<file path="src/sv/rmbv_pkg.sv">
// ----------------------------------------------------------------------------
// rmbv_pkg
// Widths, types and helpers for the rotation matrix pipeline.
// ----------------------------------------------------------------------------
package rmbv_pkg;

    localparam int FRAC_BITS = 14;
    localparam int IN_W      = 16;
    localparam int PROD_W    = 2 * IN_W;         // a_i * b_j
    localparam int CROSS_W   = PROD_W + 1;       // cross product component
    localparam int DOT_W     = PROD_W + 2;       // dot product and 1 + c
    localparam int V_W       = CROSS_W - FRAC_BITS + 1; // rounded v
    localparam int VV_W      = 2 * V_W;          // v_i * v_j
    localparam int MAG_W     = VV_W - 2;         // |K*K| entry
    localparam int NUM_W     = 52;               // |kk| << FRAC_BITS plus d/2
    localparam int DEN_W     = 32;               // positive d
    localparam int QB        = NUM_W - DEN_W;    // quotient bits kept
    localparam int DIV_LAT   = QB + 1;
    localparam int LAT       = 5 + DIV_LAT + 1;  // accept edge to strobe
    localparam int R_W       = QB + 4;           // entry before saturation
    localparam int N_LANE    = 6;                // distinct K*K entries

    typedef logic signed [IN_W-1:0] t_word;
    typedef logic signed [V_W-1:0]  t_v;

    typedef struct packed {
        logic              vld;
        logic              deg;
        logic [N_LANE-1:0] neg;
        t_v                v0;
        t_v                v1;
        t_v                v2;
    } t_side;

    function automatic t_word sat16(input logic signed [R_W-1:0] x);
        logic signed [R_W-1:0] hi;
        logic signed [R_W-1:0] lo;
        hi = R_W'(32767);
        lo = -R_W'(32768);
        if (x > hi) begin
            sat16 = 16'sh7fff;
        end else if (x < lo) begin
            sat16 = 16'sh8000;
        end else begin
            sat16 = x[IN_W-1:0];
        end
    endfunction

endpackage

</file>
<file path="src/sv/rmbv_div.sv">
// ----------------------------------------------------------------------------
// rmbv_div
// Pipelined restoring divider, one quotient bit per stage, clamps on overflow.
// ----------------------------------------------------------------------------
module rmbv_div (
    input  logic                        i_clk,
    input  logic [rmbv_pkg::NUM_W-1:0]  i_num,
    input  logic [rmbv_pkg::DEN_W-1:0]  i_den,
    output logic [rmbv_pkg::QB-1:0]     o_quo
);
    import rmbv_pkg::*;

    logic [DEN_W-1:0] r_rem [QB+1];
    logic [DEN_W-1:0] r_den [QB+1];
    logic [QB-1:0]    r_lo  [QB+1];
    logic [QB-1:0]    r_q   [QB+1];
    logic             r_ovf [QB+1];

    logic [DEN_W-1:0] n_rem [QB];
    logic             n_ge  [QB];

    always_comb begin
        logic [DEN_W:0] trial;
        for (int k = 0; k < QB; k++) begin
            trial    = {r_rem[k], r_lo[k][QB-1]};
            n_ge[k]  = (trial >= {1'b0, r_den[k]});
            n_rem[k] = n_ge[k] ? DEN_W'(trial - {1'b0, r_den[k]}) : trial[DEN_W-1:0];
        end
    end

    always_ff @(posedge i_clk) begin
        r_rem[0] <= i_num[NUM_W-1:QB];
        r_lo[0]  <= i_num[QB-1:0];
        r_den[0] <= i_den;
        r_q[0]   <= '0;
        r_ovf[0] <= (i_num[NUM_W-1:QB] >= i_den);
        for (int k = 0; k < QB; k++) begin
            r_rem[k+1] <= n_rem[k];
            r_lo[k+1]  <= r_lo[k] << 1;
            r_den[k+1] <= r_den[k];
            r_q[k+1]   <= {r_q[k][QB-2:0], n_ge[k]};
            r_ovf[k+1] <= r_ovf[k];
        end
    end

    // quotient too large for QB bits: clamp, the entry saturates anyway
    assign o_quo = r_ovf[QB] ? '1 : r_q[QB];

endmodule

</file>
<file path="config.mk">
export PLATFORM = sky130hd
export DESIGN_NAME = rmbv_div
export DESIGN_NICKNAME = d
export VERILOG_FILES = /design/src/sv/rmbv_pkg.sv /design/src/sv/rmbv_div.sv
export SDC_FILE = /design/constraint.sdc
export NUM_CORES = 2
export LEC_CHECK = 0
export BUFFER_PORTS_ARGS = -buffer_cell sky130_fd_sc_hd__buf_4
export CORE_MARGIN = 8
export CORE_UTILIZATION = 62
export CTS_BUF_LIST = sky130_fd_sc_hd__clkbuf_8
export CTS_CLUSTER_SIZE = 16
export DETAILED_ROUTE_END_ITERATION = 7
export GPL_ROUTABILITY_DRIVEN = 0
export HOLD_SLACK_MARGIN = 0.15
export PLACE_DENSITY = 0.89
export SLEW_MARGIN = 15
export SYNTH_ARGS = -nofsm -noshare
export SYNTH_HDL_FRONTEND = slang
export SYNTH_SLANG_ARGS = --single-unit
</file>
<file path="constraint.sdc">
create_clock -name i_clk -period 10.1 [get_ports i_clk]
set_input_delay 0.505 -clock i_clk [delete_from_list [all_inputs] [get_ports i_clk]]
set_output_delay 0.505 -clock i_clk [all_outputs]
set_load 0.1 [all_outputs]
</file>
[Word level (Yosys, flattened, before mapping)]
Memory sizes are Yosys's and may differ from the RTL's.
Index checks and enable logic that the tools add are counted.
Storage, ports and cells
  flip-flop bits (word level): 0
  latch bits: 0
  bits in writable memories: 2205
  memory bits (read-only): 0
  input port bits: 85
  logic and storage cells: 67
  memories kept: 5
Operators by class
  $add $sub $neg: 20
  multipliers: 0
  div/mod/pow operators: 0
  order comparisons: 21
  equal/unequal tests: 0
  shift operators: 0
  muxes and demuxes: 21
  bitwise operators: 0
  reductions and logical operators: 0
Memories
  r_den: depth 21, bits a word 32, read ports 20, clocked after memory_dff 0, wr ports 21, line rmbv_div.sv:14  | logic [DEN_W-1:0] r_den [QB+1];
  r_rem: depth 21, bits a word 32, read ports 20, clocked after memory_dff 0, wr ports 21, line rmbv_div.sv:13  | logic [DEN_W-1:0] r_rem [QB+1];
  r_lo: depth 21, bits a word 20, read ports 20, clocked after memory_dff 0, wr ports 21, line rmbv_div.sv:15  | logic [QB-1:0] r_lo [QB+1];
  r_q: depth 21, bits a word 20, read ports 21, clocked after memory_dff 0, wr ports 21, line rmbv_div.sv:16  | logic [QB-1:0] r_q [QB+1];
  r_ovf: depth 21, bits a word 1, read ports 21, clocked after memory_dff 0, wr ports 21, line rmbv_div.sv:17  | logic r_ovf [QB+1];
Operator list (number)
  $ge A33 B32 Y1: 20
  $mux W32: 20
  $sub A32 B32 Y32: 20
  $ge A32 B32 Y1: 1
  $mux W20: 1

[Depth between registers and ports, before layout]
  depth after elaboration: 2
  mapped depth: 16

[Worst setup path before layout]
OpenSTA, ideal clock, no wires.
  path kind: flip-flop to flip-flop
  from: mem r_den[4][5] (netlist: r_den[0][133])
  to: mem r_rem[5][25] (netlist: r_rem[1][57])
  library setup time: 121 ps
  arrival time: 3216 ps
  required time: 9979 ps
  setup slack: 6763 ps
  cell stages (with the launch flop): 16
  path through: dfxtp_1 inv_1 ha_1 and3_1 a31oi_1 nor3b_1 a21oi_1 o31ai_2 o31ai_1 a41o_1 nor3_1 o21bai_1 o21a_1 buf_2 buf_4 mux2_2
RTL lines (line)
  start, declared: rmbv_div.sv:14
  end, declared: rmbv_div.sv:13

==> impl_results.md <==
* Hold Path Origin: i_den[24]
* Drt first-iter violations at 5960
* Die area at 132000 µm²
* Flop2flop setup slack at 5.58 ns
* RSZ-0062 raised after global routing: no
* Residual DRC at 14
* Mean post-synth cell area at around 9.6 µm²
* Seq cells post-synth at between 1500 and 2000
* Post-Layout Cell Count at around 10000
* Post-synth EDFFs at 0
* DR vias at approximately 60000
* Vias per cell at a little under 6
* Final instance area at roughly 84000 µm²
* Slew Viols, Final at 0
* Core ar. at 120000 µm²
* Main synth FF type: dfxtp_1
* Post-synth top area share at 46.0%
* Drt wl/cell at between 15 and 20 µm
* Final hold viol count at 0
* Reg2Reg Depth at 12
* Layout filler cell count at 7898
* Failing checks: design-rule violations
* Clk pin slew, worst setup/hold paths at 0.06 ns
* Fmax at 0.221 GHz
* Peak VDD IR at 0.236 mV
* Worst hold path class: in2reg
* Clock skew at 0.0872 ns
* Mapped Cells at approximately 7800
* Clock Sinks at 1721
* Worst Hold Depth at 2
* Rows at 127
* Slew headroom at 22.2%
* Setup Viol. Count Final at 0
* Critical path class: reg2reg
* Area delta synth->final at 12.5%
* Sequential area share after synthesis at between 40% and 50%
* Ports at 105
* TritonCTS clock tree: done
* DP HPWL at about 130000 µm
* Top cells by count, synth: dfxtp_1, inv_1, ha_1
* Max cap viols at 0
* Count of cell types in the netlist at 93
* Max Fanout on Critical Path at a little over 50
* Worst Setup End Kind: flip-flop
* H-tree levels at 5
* WL final at 182000 µm
* Slew of the pin with the lowest slew margin at 1.15 ns
* P per Cell Area at 365 nW/µm²
* Largest net degree at the start of global routing at 65
* Synth top area cells: dfxtp_1, ha_1, inv_1
* Die width at 364 µm
* Dpl cells at roughly 9300
* Die H at 364 µm
* Status: complete, but fails checks
* Worst skew pair latency at between 0.9 and 1 ns
* Nets at 8931
* Number of I/O port buffers at 104
* Post-Syn Area at 74900 µm²
* Global-route wire length before repair at 290000 µm
* Synth Warn # at 0
* Min Tclk post-route at 4.52 ns
* Sum Neg Setup Slack at 0 ns
* Largest area contributor in the netlist: dfxtp_1
* Async SR Flop Fraction at 0%
* Lkg Pwr at 39.8 nW
* Fin crit share at between 40% and 50%
* WHS Endpoint: r_den[0][24]
* Vias in the first global route at ~60000
* Total CTS buffers at ~290
* Setup crit start kind: flip-flop
* Cell Area, Placed at 77300 µm²
* CTS max path bufs at 4
* FF-to-FF End: r_rem[1][6]
* Grt ovf at 0
* Reg2Reg Launch Point: r_den[0][97]
* Syn Nets at 8542
* Pre-Repair DR Iteration Count at 8
* Initial core utilization at 62.5%
* Detail Route Antenna Nets at 0
* Layout cells sized above 1 at 10.7%
* Total Routing Usage GR at 26.4%
* Root Driver: clkbuf_8
* Critical Path RT at approximately 11 ns
* Arr. time, crit path at roughly 5.4 ns
* Most common cell in the synthesized netlist: dfxtp_1
* Initial antenna violation count at 6
==> kinds of logic after synthesis <==
group	after synthesis	share of synthesized area (%)
buffers and inverters	991	5.07
AOI/OAI and AO/OA	1955	16.2
adders and majority gates	691	11.7
DFF	1721	46.0
xor gates and xnor gates	514	6.01
and+or+nand+nor	1582	10.2
muxes	312	4.79
==> power breakdown <==
| part | switching, W | internal, W |
|---|---|---|
| clock network | 0.00267 | 0.00336 |
| logic | 0.00827 | 0.00651 |
| registers | 0.00111 | 0.00881 |
==> worst max-delay path, cell delays in order (launching register included) <==
cell       delay (ns)
dfxtp_1          0.37
inv_1            0.06
ha_1             0.31
nor2b_1          0.16
o31a_1           0.28
o41a_1           0.38
a21oi_1          0.30
o211ai_1         0.18
nand2_1          0.27
o2111ai_1        0.24
and3_1           0.23
or4_2            1.09
mux2_1           0.48
==> what timing repair did <==
action / CTS / global route
buffers inserted: 0 / 0
resized for setup: 0 / 0
hold buffers: 139 / 0
endpoints found under the hold margin: 85 / 0
==> state kept, by name, indices dropped and copies added (netlist names) <==
signal	cells
r_den	640
r_lo	210
r_ovf	21
r_q	210
r_rem	640
==> cell type report <==
cell class	instances	area [µm²]	area share, %
antenna	8	20.0	0.0238
clock buffer	342	4710	5.59
inverter	831	3120	3.70
tap	1612	2020	2.39
clock inverter	127	882	1.05
sequential	1721	34500	40.9
multi-input combinational	5054	36700	43.6
timing repair buffer	262	2310	2.75
==> per-layer routing <==
layer  global-route usage [%]  wire [µm]  vias to the layer above
li1                         -          -                    27645
met1                     28.1      67000                    27358
met4                     18.3      13500                        2
met3                     5.10      12600                      948
met5                        0         11                        -
met2                     47.2      89000                     2841
==> layout by cell type (no fill, tap or decap), types with 73 or more instances in the layout <==
cell type | Yosys | final
dfxtp_1 | 1721 | 1721
a21o_1 | 325 | 325
nand3_1 | 130 | 130
nand2b_1 | 78 | 78
clkbuf_8 | 0 | 342
mux2_2 | 256 | 256
buf_4 | 7 | 123
nor2_1 | 370 | 370
nor3_1 | 88 | 88
a21oi_1 | 600 | 597
ha_1 | 672 | 672
nor2b_1 | 99 | 99
o21ai_0 | 469 | 469
a31oi_1 | 84 | 83
xnor2_1 | 317 | 317
inv_1 | 830 | 895
nand4_1 | 96 | 96
nand2_1 | 484 | 483
xor2_1 | 197 | 197
o21bai_1 | 73 | 73
dlygate4sd3_1 | 0 | 139
==> how the worst max path moves through the flow <==
stage | depth (start not counted) | end | start | slack (ns)
global placement | 12 | r_rem[1][4] | r_den[0][97] | 5.91
global route | 12 | r_rem[1][6] | r_den[0][97] | 5.38
CTS | 12 | r_rem[1][24] | r_den[0][97] | 5.69
floorplan | 15 | r_rem[1][57] | r_den[0][133] | 6.76
finish | 12 | r_rem[1][6] | r_den[0][97] | 5.58
detailed placement | 12 | r_rem[1][6] | r_den[0][97] | 5.74
==> through the flow <==
stage,hold slack [ns],worst slack (ns),util (%),power [W]
detailed placement,0.312,5.74,64.5,0.0241
floorplan,0.310,6.76,-,0.0209
global placement,0.310,5.91,64.5,0.0234
CTS,0.150,5.69,70.3,0.0304
finish,0.176,5.58,70.3,0.0307
global route,0.141,5.38,70.3,0.0326
Power figures use the tool's default switching activity.
